**src/sv/mbrp_pkg.sv**
```systemverilog
// Shared types and constants for the Modbus response PDU parser.
`default_nettype none

package mbrp_pkg;

  // Function codes the parser decodes.
  localparam logic [7:0] FC_READ_HOLDING = 8'h03;
  localparam logic [7:0] FC_READ_INPUT   = 8'h04;
  localparam logic [7:0] FC_WRITE_COIL   = 8'h05;
  localparam logic [7:0] FC_WRITE_REG    = 8'h06;

  // Fixed lengths: minimum read, header, single-write response and its data.
  localparam logic [8:0] READ_MIN_LEN    = 9'd3;
  localparam logic [8:0] HDR_LEN         = 9'd2;
  localparam logic [8:0] SINGLE_LEN      = 9'd5;
  localparam logic [7:0] SINGLE_DATA_LEN = 8'd4;

  // Summary status codes.
  localparam logic [1:0] STAT_OK    = 2'd0;
  localparam logic [1:0] STAT_SHORT = 2'd1;
  localparam logic [1:0] STAT_EXC   = 2'd2;
  localparam logic [1:0] STAT_UNSUP = 2'd3;

  // Result kinds.
  localparam logic KIND_WORD    = 1'b0;
  localparam logic KIND_SUMMARY = 1'b1;

  // Output queue depth (power of two) and its pointer width.
  localparam int FIFO_DEPTH = 4;
  localparam int PTR_W      = $clog2(FIFO_DEPTH);
  localparam int CNT_W      = PTR_W + 1;

  localparam int OUT_DATA_W = 96;

  typedef struct packed {
    logic        kind;
    logic        final_of_run;
    logic [6:0]  word_index;
    logic [15:0] word_value;
    logic [7:0]  resp_func;
    logic [1:0]  status;
    logic        exc_bit;
    logic [7:0]  exc_value;
    logic [7:0]  data_len;
    logic [6:0]  register_count;
    logic [15:0] echo_address;
    logic [15:0] echo_value;
  } res_t;

  // Results produced by one accepted byte, first result in r0.
  typedef struct packed {
    logic [1:0] n;
    res_t       r0;
    res_t       r1;
  } push_t;

  function automatic logic is_read_fc(input logic [7:0] fc);
    return (fc == FC_READ_HOLDING) || (fc == FC_READ_INPUT);
  endfunction

  function automatic logic is_single_fc(input logic [7:0] fc);
    return (fc == FC_WRITE_COIL) || (fc == FC_WRITE_REG);
  endfunction

endpackage

`default_nettype wire

```
**src/sv/mbrp_parse.sv**
```systemverilog
// Per-byte PDU decoder: frame state and the results caused by each byte.
`default_nettype none

module mbrp_parse
  import mbrp_pkg::*;
#(
  parameter int MAX_PDU_BYTES = 256
) (
  input  wire logic       clk,
  input  wire logic       rst_n,
  input  wire logic       in_fire,
  input  wire logic [7:0] pdu_byte,
  input  wire logic       frame_end,
  output push_t           push
);

  localparam logic [8:0] PDU_LIMIT = 9'((MAX_PDU_BYTES > 256) ? 256 : MAX_PDU_BYTES);

  logic [7:0]  pos_r, pos_nxt, pos_u;
  logic        full_r, full_nxt, full_u;
  logic [7:0]  func_r, func_nxt, func_u;
  logic [7:0]  count_r, count_nxt, count_u;
  logic [7:0]  hold_r, hold_nxt, hold_u;
  logic [15:0] addr_r, addr_nxt, addr_u;
  logic [15:0] val_r, val_nxt, val_u;
  logic [7:0]  exc_r, exc_nxt, exc_u;

  logic [7:0]  data_idx;
  logic        word_ok;
  logic        sum_ok;
  logic [8:0]  len;
  res_t        word_res;
  res_t        sum_res;

  // Field capture for one byte at the current position.
  always_comb begin
    pos_u    = pos_r;
    full_u   = full_r;
    func_u   = func_r;
    count_u  = count_r;
    hold_u   = hold_r;
    addr_u   = addr_r;
    val_u    = val_r;
    exc_u    = exc_r;
    word_ok  = 1'b0;
    data_idx = pos_r - 8'd2;
    if (in_fire && !full_r) begin
      if (pos_r == 8'd0) begin
        func_u = pdu_byte;
      end else if (pos_r == 8'd1) begin
        if (func_r[7]) begin
          exc_u = pdu_byte;
        end else if (is_read_fc(func_r)) begin
          count_u = pdu_byte;
        end else if (is_single_fc(func_r)) begin
          addr_u = {pdu_byte, 8'h00};
        end
      end else if (!func_r[7] && is_read_fc(func_r)) begin
        if (!count_r[0] && (data_idx < count_r)) begin
          if (!data_idx[0]) begin
            hold_u = pdu_byte;
          end else begin
            word_ok = 1'b1;
          end
        end
      end else if (!func_r[7] && is_single_fc(func_r)) begin
        if (pos_r == 8'd2) begin
          addr_u = addr_r | {8'h00, pdu_byte};
        end else if (pos_r == 8'd3) begin
          val_u = {pdu_byte, 8'h00};
        end else if (pos_r == 8'd4) begin
          val_u = val_r | {8'h00, pdu_byte};
        end
      end
      if (({1'b0, pos_r} + 9'd1) >= PDU_LIMIT) begin
        full_u = 1'b1;
      end else begin
        pos_u = pos_r + 8'd1;
      end
    end
  end

  // Register word result.
  always_comb begin
    word_res              = '0;
    word_res.kind         = KIND_WORD;
    word_res.word_index   = data_idx[7:1];
    word_res.word_value   = {hold_r, pdu_byte};
  end

  // End-of-frame summary, built from the state as updated by this byte.
  assign sum_ok = in_fire && frame_end;
  assign len    = full_u ? ({1'b0, pos_u} + 9'd1) : {1'b0, pos_u};

  always_comb begin
    sum_res           = '0;
    sum_res.kind      = KIND_SUMMARY;
    sum_res.resp_func = func_u;
    sum_res.exc_bit   = func_u[7];
    if (len < HDR_LEN) begin
      sum_res.status = STAT_SHORT;
    end else if (func_u[7]) begin
      sum_res.status    = STAT_EXC;
      sum_res.exc_value = exc_u;
    end else if (is_read_fc(func_u)) begin
      if ((len < READ_MIN_LEN) || (len < (HDR_LEN + {1'b0, count_u})) || count_u[0]) begin
        sum_res.status = STAT_SHORT;
      end else begin
        sum_res.status         = STAT_OK;
        sum_res.data_len       = count_u;
        sum_res.register_count = count_u[7:1];
      end
    end else if (is_single_fc(func_u)) begin
      if (len < SINGLE_LEN) begin
        sum_res.status = STAT_SHORT;
      end else begin
        sum_res.status       = STAT_OK;
        sum_res.data_len     = SINGLE_DATA_LEN;
        sum_res.echo_address = addr_u;
        sum_res.echo_value   = val_u;
      end
    end else begin
      sum_res.status = STAT_UNSUP;
    end
  end

  // Order the results; the last one carries the final flag.
  always_comb begin
    push    = '0;
    push.r0 = word_ok ? word_res : sum_res;
    push.r1 = sum_res;
    if (word_ok && sum_ok) begin
      push.n               = 2'd2;
      push.r1.final_of_run = 1'b1;
    end else if (word_ok || sum_ok) begin
      push.n               = 2'd1;
      push.r0.final_of_run = 1'b1;
    end
  end

  // A frame end returns every field to its reset value.
  always_comb begin
    if (sum_ok) begin
      pos_nxt   = '0;
      full_nxt  = 1'b0;
      func_nxt  = '0;
      count_nxt = '0;
      hold_nxt  = '0;
      addr_nxt  = '0;
      val_nxt   = '0;
      exc_nxt   = '0;
    end else begin
      pos_nxt   = pos_u;
      full_nxt  = full_u;
      func_nxt  = func_u;
      count_nxt = count_u;
      hold_nxt  = hold_u;
      addr_nxt  = addr_u;
      val_nxt   = val_u;
      exc_nxt   = exc_u;
    end
  end

  // Frame state.
  always_ff @(posedge clk) begin
    if (!rst_n) begin
      pos_r   <= '0;
      full_r  <= 1'b0;
      func_r  <= '0;
      count_r <= '0;
      hold_r  <= '0;
      addr_r  <= '0;
      val_r   <= '0;
      exc_r   <= '0;
    end else begin
      pos_r   <= pos_nxt;
      full_r  <= full_nxt;
      func_r  <= func_nxt;
      count_r <= count_nxt;
      hold_r  <= hold_nxt;
      addr_r  <= addr_nxt;
      val_r   <= val_nxt;
      exc_r   <= exc_nxt;
    end
  end

endmodule

`default_nettype wire

```
**src/sv/modbus_response_pdu_parser_top.sv**
```systemverilog
// Top level of the Modbus response PDU parser with its output queue.
//
//   Channel | Dir | Handshake            | Payload
//   in_     | in  | in_tvalid/in_tready  | tdata pdu_byte, tlast frame_end
//   out_    | out | out_tvalid/out_tready| tdata result fields, tuser kind,
//           |     |                      | tlast final_of_run
//
// One byte is accepted per cycle while in_tready is high; its results are written
// into a four-word output queue at the same edge and leave it in order on out_.
// A byte that ends a frame after completing a register gives two words,
// so the queue accepts a byte only while two entries are free.
// Reset (synchronous, active low) clears the frame state and empties the queue.
// A stalled output fills the queue until under two entries are free, then holds in_tready low.
`default_nettype none

module modbus_response_pdu_parser_top
  import mbrp_pkg::*;
#(
  parameter int MAX_PDU_BYTES = 256
) (
  input  wire logic                  clk,
  input  wire logic                  rst_n,
  input  wire logic                  in_tvalid,
  output logic                       in_tready,
  input  wire logic [7:0]            in_tdata,   // [7:0] pdu_byte
  input  wire logic                  in_tlast,
  output logic                       out_tvalid,
  input  wire logic                  out_tready,
  // [6:0] word_index, [22:7] word_value, [30:23] function byte,
  // [32:31] status, [33] exception flag, [41:34] exception value,
  // [49:42] data length, [56:50] register_count,
  // [72:57] echo_address, [88:73] echo_value, [95:89] zero
  output logic [OUT_DATA_W-1:0]      out_tdata,
  output logic                       out_tuser,  // [0] kind
  output logic                       out_tlast
);

  logic             in_fire;
  logic             out_fire;
  push_t            push;
  res_t             fifo_r [FIFO_DEPTH];
  logic [PTR_W-1:0] wr_r, wr_nxt;
  logic [PTR_W-1:0] rd_r, rd_nxt;
  logic [CNT_W-1:0] cnt_r, cnt_nxt;
  res_t             head;

  assign in_tready = (cnt_r <= CNT_W'(FIFO_DEPTH - 2));
  assign in_fire   = in_tvalid && in_tready;
  assign out_fire  = out_tvalid && out_tready;

  mbrp_parse #(
    .MAX_PDU_BYTES(MAX_PDU_BYTES)
  ) u_parse (
    .clk      (clk),
    .rst_n    (rst_n),
    .in_fire  (in_fire),
    .pdu_byte (in_tdata),
    .frame_end(in_tlast),
    .push     (push)
  );

  // Queue pointers and fill count.
  always_comb begin
    wr_nxt  = wr_r + PTR_W'(push.n);
    rd_nxt  = rd_r + PTR_W'(out_fire);
    cnt_nxt = cnt_r + CNT_W'(push.n) - CNT_W'(out_fire);
  end

  always_ff @(posedge clk) begin
    if (!rst_n) begin
      wr_r  <= '0;
      rd_r  <= '0;
      cnt_r <= '0;
    end else begin
      wr_r  <= wr_nxt;
      rd_r  <= rd_nxt;
      cnt_r <= cnt_nxt;
    end
  end

  // Queue storage, up to two words written per cycle.
  always_ff @(posedge clk) begin
    if (push.n != 2'd0) begin
      fifo_r[wr_r] <= push.r0;
    end
    if (push.n == 2'd2) begin
      fifo_r[wr_r + PTR_W'(1)] <= push.r1;
    end
  end

  // Output packing.
  assign head       = fifo_r[rd_r];
  assign out_tvalid = (cnt_r != '0);
  assign out_tuser  = head.kind;
  assign out_tlast  = head.final_of_run;
  assign out_tdata  = {7'b0, head.echo_value, head.echo_address, head.register_count,
                       head.data_len, head.exc_value, head.exc_bit,
                       head.status, head.resp_func, head.word_value,
                       head.word_index};

  // Checks on the queue and on result ordering.
  a_cnt_bound: assert property (@(posedge clk) disable iff (!rst_n)
    cnt_r <= CNT_W'(FIFO_DEPTH))
    else $error("output queue count exceeds its depth");

  a_push_needs_fire: assert property (@(posedge clk) disable iff (!rst_n)
    !in_fire |-> (push.n == 2'd0))
    else $error("results pushed without an accepted byte");

  a_pair_order: assert property (@(posedge clk) disable iff (!rst_n)
    (push.n == 2'd2) |-> (push.r0.kind == KIND_WORD && push.r1.kind == KIND_SUMMARY))
    else $error("two results in the wrong order");

  a_end_gives_result: assert property (@(posedge clk) disable iff (!rst_n)
    (in_fire && in_tlast) |=> out_tvalid)
    else $error("frame end left no result queued");

endmodule

`default_nettype wire

```
**config.mk**
```make
export PLATFORM = sky130hd
export DESIGN_NAME = modbus_response_pdu_parser_top
export DESIGN_NICKNAME = d
export VERILOG_FILES = /design/src/sv/mbrp_pkg.sv /design/src/sv/mbrp_parse.sv /design/src/sv/modbus_response_pdu_parser_top.sv
export SDC_FILE = /design/constraint.sdc
export NUM_CORES = 1
export LEC_CHECK = 0
export ABC_AREA = 1
export BUFFER_PORTS_ARGS = -buffer_cell sky130_fd_sc_hd__buf_2
export CORE_MARGIN = 5
export CORE_UTILIZATION = 55
export DETAILED_ROUTE_END_ITERATION = 16
export PLACE_DENSITY = 0.75
export SYNTH_ARGS = -nofsm -noshare
export SYNTH_HDL_FRONTEND = slang
export SYNTH_SLANG_ARGS = --single-unit
```
**constraint.sdc**
```tcl
create_clock -name clk -period 11.8 [get_ports clk]
set_input_delay 1.18 -clock clk [delete_from_list [all_inputs] [get_ports clk]]
set_output_delay 1.18 -clock clk [all_outputs]
set_load 0.05 [all_outputs]
```
# Yosys cells after proc, flatten, opt, wreduce, memory -nomap -nowiden
# Memory sizes are Yosys's and may differ from the RTL's. A register that Yosys moved wholly into a read port is not among the register bits.
# Cells that the tools add are included.
# Widths: inputs -> output; s select.
[totals]
register_bits = 80
mem_bits_rw = 364
memories = 1
[memory_table]
columns = ["memory", "words", "word_bits", "read_ports", "rd_ports_with_merged_regs", "wr", "line_no", "rtl"]
rows = [
  ["fifo_r", 4, 91, 1, 1, 2, "modbus_response_pdu_parser_top.sv:41", "res_t fifo_r [FIFO_DEPTH];"],
]
[op_classes]
add_sub_neg = 10
n_lt_le_gt_ge = 7
n_eq_ne = 13
mux = 67
bitwise = 6
n_reduce_logical = 23
[ops]
columns = ["cell", "n"]
rows = [
  ["$mux 16", 17],
  ["$mux 8", 16],
  ["$mux 32", 3],
  ["$mux 91", 1],
  ["$eq 8x3->1 const B", 7],
  ["$mux 55", 1],
  ["$mux 47", 1],
  ["$eq 8x2->1 const B", 4],
  ["$or 16x8->16", 2],
  ["$add 8x1->9 const B", 2],
  ["$lt 9x2->1 const B", 2],
  ["$mux 1", 18],
  ["$mux 15", 1],
  ["$mux 2", 6],
  ["$add 2x8->9 const A", 1],
  ["$ge 9x9->1 const B", 1],
  ["$lt 9x3->1 const B", 1],
  ["$lt 9x9->1", 1],
  ["$mux 9", 1],
  ["$add 8x1->8 const B", 1],
  ["$eq 8x1->1 const B", 1],
  ["$logic_and 1x1->1", 8],
  ["$logic_not 8->1", 1],
  ["$lt 8x8->1", 1],
  ["other kinds (17)", 28],
]

# Logic depth before layout (Yosys ltp)
# Gate-level depths: netlist of the first run.
[logic_depth]
word_depth = 18
ltp_mapped = 28
mapped_depth_nobuf = 26

# Hierarchy
# From an unflattened synthesis of the first run, not the netlist that was laid out.
[hier_totals]
cells_unflattened = 2660
area_unflattened_um2 = 23463.8
[modules_own_cells]
columns = ["mod", "instances", "cells_per_inst", "area_each_um2"]
rows = [
  ["modbus_response_pdu_parser_top", 1, 1853, 18320.1],
  ["mbrp_parse", 1, 807, 5143.7],
]

# Worst setup path after synthesis of the first run
# No wires, ideal clock.
[synth_timing]
path_kind = "input to register"
startpoint = "in in_tvalid"
endpoint = "mem fifo_r[2][58] (netlist bit), data pin"
setup_time_ns = 0.141
t_arrival_ns = 5.147
t_required_ns = 11.659
setup_slack_ns = 6.512
path_stages = 17
cell_sequence = "nand3_2 nor2_4 buf_4 nand2_1 nor2_2 nand2_1 nor2_1 buf_2 buf_2 ha_1 clkbuf_1 nand3_1 nand2_1 nand2_1 buf_2 buf_2 nor2_1"
[synth_lines]
columns = ["element", "line_no", "rtl"]
rows = [
  ["start, declared", "modbus_response_pdu_parser_top.sv:23", "input wire logic in_tvalid,"],
  ["end, declared", "modbus_response_pdu_parser_top.sv:41", ""],
]

==> results of run 1 <==
==> layout by cell type (no fill, tap or decap), types with 16 or more instances in the layout <==
cell type and count:
a21oi_1 27, buf_2 105, buf_4 21, clkbuf_16 45, dfxtp_1 174, edfxtp_1 240, ha_1 30, inv_1 108
nand2_1 178, nand2_2 17, nand3_1 131, nand3_2 16, nor2_1 503, nor2_2 30, o21ai_0 292, o22ai_1 84
==> kinds of logic (layout without fill, tap and decap cells) <==
kind of cell,Yosys count,after routing
compound gates,438,438
xor+xnor,15,15
fa+ha+maj,31,31
buf+inv,266,318
flops,416,416
other cells,1,11
simple gates,929,929
==> worst max-delay path, cell delays in order, from the launching register on <==
cell and delay [ps]:
dfxtp_1 430, inv_1 180, ha_1 270, nand3_1 100
xor2_1 240, ha_1 300, a2111oi_0 410, nand2_1 140
nor2_2 90, buf_4 310, inv_1 90, ha_1 250
nor3_1 180, inv_1 50, buf_4 270, nand2_2 90
buf_4 780, nand2_4 720, nor2_1 310
==> report_power, final <==
part	switching [W]	internal (W)	total [W]
Combinational	0.00122	0.000335	0.00155
Clock	0.000555	0.000782	0.00134
Sequential	0.0000718	0.00159	0.00166
Total	0.00185	0.00271	0.00455
==> routing by layer <==
| metal | share of wire (%) | GRT usage [%] | vias to the layer above |
|---|---|---|---|
| li1 | - | - | 7144 |
| met1 | 42 | 34.46 | 7170 |
| met2 | 48 | 41.25 | 596 |
| met3 | 7.9 | 3.653 | 72 |
| met4 | 2.4 | 7.344 | 0 |
| met5 | 0 | 0 | - |
==> state kept, by name, summed over array words and instances, names as in the netlist <==
register / count
u_parse.hold_r: 8
u_parse.func_r: 8
u_parse.full_r: 1
wr_r: 2
u_parse.val_r: 16
cnt_r: 3
u_parse.count_r: 8
u_parse.addr_r: 16
u_parse.pos_r: 8
fifo_r: 336
rd_r: 2
u_parse.exc_r: 8
==> metrics by stage <==
step	hold WS (ps)	instances	setup WS (ps)
6_report	458.9	2606	6354
5_1_grt	480.5	2606	5922
2_1_floorplan	420.9	2106	6512
3_5_place_dp	443.6	2528	6266
4_1_cts	456.0	2606	6484
3_3_place_gp	433.1	2528	6299
==> layout make-up <==
cell class / count / area (um^2)
clock buffer: 51 / 1149
clock inverter: 27 / 236.5
fill: 2806 / 12770
inverter: 114 / 431.7
multi-input combinational: 1424 / 7047
sequential: 416 / 10740
tap: 448 / 560.5
timing repair buffer: 126 / 683.2
==> how the worst max path moves through the flow <==
stage                    endpoint  slack, ps  depth (start not counted)
floorplan           fifo_r[2][58]       6510                         17
global placement    fifo_r[2][56]       6300                         19
detailed placement  fifo_r[2][46]       6270                         17
CTS                 fifo_r[2][58]       6480                         18
global route        fifo_r[2][62]       5920                         18
finish              fifo_r[2][58]       6350                         18
==> out/metrics.csv, run 1 <==
metric;value;unit
ys async rst share;0;%
Core ar.;33620;um^2
Worst setup SP type;flop;
RSZ-0062 raised after global routing;no;
Clock Latency Late Sink;540;ps
CTS buffer count;42;
dpl hpwl;28.42;mm
placed cell area;19460;um^2
Fin Setup TNS;0;ps
fmax;183.6;MHz
Placer Congestion;0.8861;
Worst R2R Start;u_parse.pos_r[1];
Yosys top cell area share;38.32;%
drt first-iter violations;1455;
Final ANT Viol Nets;0;
Worst R2R End;fifo_r[2][58];
Max Cap Viol;0;
area grow syn2layout;10.81;%
Starting Density;55.95;%
clk root buf;clkbuf_16;
Vias/cell;5.749;
r2r setup slk;6350;ps
post-cts sizing count;0;
Critical path origin;u_parse.pos_r[1];
Cells after Synth;2096;
worst-margin pin slew;1104;ps
Synth Area in Compound Gates;12.73;%
register bit total from synthesis;416;
I/O Pins;113;
Hold Fails Final Rpt;0;
Adder-Cell Fraction of Synth Area;2.102;%
Synth Area in Simple Gates;21.50;%
FF-to-FF path depth;18;
Final Setup Violations;0;
final net count;2168;
Synth Area in XOR/XNOR;0.6985;%
H-tree depth;2;
CP max FO;61;
Hold Path Origin;fifo_r[1][90];
# rows;67;
Post-CTS Setup Bufs;0;
biggest area consumer among synthesized cells;edfxtp_1;
most frequent cell after synthesis;nor2_1;
WL per Instance;18.76;um
largest family of logic cells by synthesized area;simple AND/OR/NAND/NOR gates;
global-route wire length before repair;77.06;mm
minimum clock period;5446;ps
clk sinks;416;
final wirelength;48.89;mm
Ys Warns;0;
critical path class;flop to flop;
number of global-route vias before repair;14270;
register area share after synthesis;57.05;%
hold buffer count at cts;0;
syn_area_per_cell;8.974;um^2
status;finished, final reports clean;
via count;14980;
Period Utilization, post-route;46.15;%
Slew HR;26.37;%
largest net degree at the start of global routing;101;
Worst-path clk slew;60;ps
# diodes;0;
worst hold stages;2;
count of cell types in the netlist;46;
full die area;38000;um^2
synthesized cell area;18810;um^2
leak pwr;7.446;nW
clock buffer depth;3;
CP arrival;5800;ps
number of flops mapped to enable cells by yosys;240;
gr ovfl total;0;
pwr dens;218.4;nW/um^2
layout cells sized above 1;13.58;%
hold worst-path end;fifo_r[1][90];
first-pass detailed-route iteration total;6;
CP required;12150;ps
Max Slew Vio Count;0;
Tot Pwr;0.004551;W
VDD IR max;0.1286;mV
PortBufs;105;
initial antenna violation count;0;
final core utilization;62.00;%
DRC;0;
worst hold path type;flop to flop;
synth top area cells;edfxtp_1, dfxtp_1, nor2_1;
most used flip-flop cell after synthesis;edfxtp_1;
Commonest cells post-synth;nor2_1, o21ai_0, edfxtp_1, nand2_1, dfxtp_1;
nature of the critical path endpoint;flop;
Fin Clk Skew;20.31;ps
Die Wd;194.9;um
multiplexer share of the synthesized area;0;%
Die Height;194.9;um
post-route cell area;20840;um^2
CTS tree;done;
GRT Overall Usage;24.94;%
(Power assumes the default switching activity.)
==> inputs of run 2 (changes only) <==
Clock period 11.8 ns to 5.2 ns, I/O delays scaled along.
==> out/metrics.csv, run 2 (same netlist as run 1, synthesis figures left out) <==
metric;value;unit
hold buffer count at cts;0;
# rows;67;
Die Height;194.9;um
WL per Instance;19.40;um
final net count;2185;
full die area;38000;um^2
switch share;40.47;%
clk root buf;clkbuf_16;
biggest registers after layout;fifo_r: 336 flops, u_parse.addr_r: 16 flops, u_parse.val_r: 16 flops;
setup ws final;863.2;ps
most frequent cells in the layout;nor2_1, o21ai_0, edfxtp_1;
fmax;230.6;MHz
via count;15150;
Setup WS pre-CTS;862.1;ps
GRT Overall Usage;26.17;%
minimum clock period;4337;ps
pwr dens;494.2;nW/um^2
CTS tree;done;
Largest register FFs;336;
PortBufs;105;
Period Utilization, post-route;83.40;%
Starting Density;55.95;%
Hold Slack;253.7;ps
dpl hpwl;30.67;mm
DRC;0;
global-route wire length before repair;80.65;mm
most flop-heavy register;fifo_r;
RSZ-0062 raised after global routing;no;
CP max FO;10;
first-pass detailed-route iteration total;5;
Seq pwr share;35.7;%
Fin Setup TNS;0;ps
Die Wd;194.9;um
placed cell area;19650;um^2
Core ar.;33620;um^2
Clock Latency Late Sink;530;ps
NetSw;0.004206;W
nature of the critical path endpoint;flop;
most common cell after layout, fill and taps aside;nor2_1;
FILL cells;2788;
layout cells sized above 1;14.17;%
CTS buffer count;43;
clock buffer depth;3;
drt first-iter violations;1450;
clock network power share;29.3;%
largest net degree at the start of global routing;98;
Worst setup SP type;flop;
Post-CTS Setup Bufs;0;
clk sinks;416;
number of global-route vias before repair;14850;
critical path class;flop to flop;
# diodes;0;
status;finished, final reports clean;
leak pwr;7.554;nW
Worst-path clk slew;60;ps
final wirelength;50.85;mm
worst hold path type;primary input to flop;
H-tree depth;2;
CP required;5450;ps
Max Cap Viol;0;
gr ovfl total;0;
Slew HR;28.75;%
post-route cell area;21030;um^2
logic gate share of total power;35.0;%
Fin Clk Skew;10.91;ps
Final ANT Viol Nets;0;
Hold Fails Final Rpt;0;
Max Slew Vio Count;0;
post-cts sizing count;0;
I/O Pins;113;
Internal Power;0.006188;W
worst-margin pin slew;1066;ps
initial antenna violation count;0;
CP arrival;4580;ps
VDD IR max;0.2963;mV
area grow syn2layout;11.83;%
Tot Pwr;0.01039;W
Placer Congestion;0.9114;
Vias/cell;5.779;
Final Setup Violations;0;
## run 2: cell type report
class / count / area, um^2 / share of cell area (%)
clock buffer: 54 / 1170 / 5.562
sequential: 416 / 10740 / 51.04
inverter: 114 / 431.7 / 2.052
tap: 448 / 560.5 / 2.665
clock inverter: 23 / 214.0 / 1.017
timing repair buffer: 142 / 890.9 / 4.235
multi-input combinational: 1424 / 7032 / 33.43
## run 2: metal layers
layer | up-vias | GRT usage (%) | wire [um]
li1 | 7181 | - | -
met1 | 7255 | 35.48 | 21480
met2 | 606 | 43.75 | 24150
met3 | 104 | 4.190 | 3877
met4 | 0 | 7.810 | 1345
met5 | - | 0 | 0
## run 2: critical path: stages (launching register included)
cell and delay, ps:
dfxtp_1 540, ha_1 300, nand2_1 70, nor2_1 220, nand2_2 210, nand2_4 160
xor2_1 220, inv_1 70, ha_1 280, inv_1 30, o21ai_0 400, ha_1 320
o21a_1 180, o21a_1 150, o21ai_0 150, nand2_1 70, nand3_1 60, nand2_1 50
nand2_1 60, a21oi_1 90, nand2_1 170, nor2_4 90, nand2_2 100, nor2_1 60
## run 2: power groups by stage
stage	registers, W	clock network [W]	logic [W]
after detailed placement	0.00378	0	0.00363
after global placement	0.00377	0	0.00358
final	0.00371	0.00305	0.00364
after CTS	0.00371	0.00307	0.00364
after global routing	0.00372	0.00322	0.00389
after floorplan	0.00372	0	0.00281
## run 2: final timing paths
check	startpoint	depth (start not counted)	slack [ps]	end
max	u_parse.pos_r[0]	23	860	fifo_r[0][44]
max reg2reg	u_parse.pos_r[0]	23	860	fifo_r[0][44]
min	rst_n	3	250	rd_r[0]
min reg2reg	fifo_r[0][90]	2	460	fifo_r[0][90]
## run 2: through the flow
step / instances / utilization, %
after floorplan: 2106 / -
after global placement: 2544 / 58.45
after detailed placement: 2544 / 58.45
after CTS: 2621 / 62.57
after global routing: 2621 / 62.57
final: 2621 / 62.57
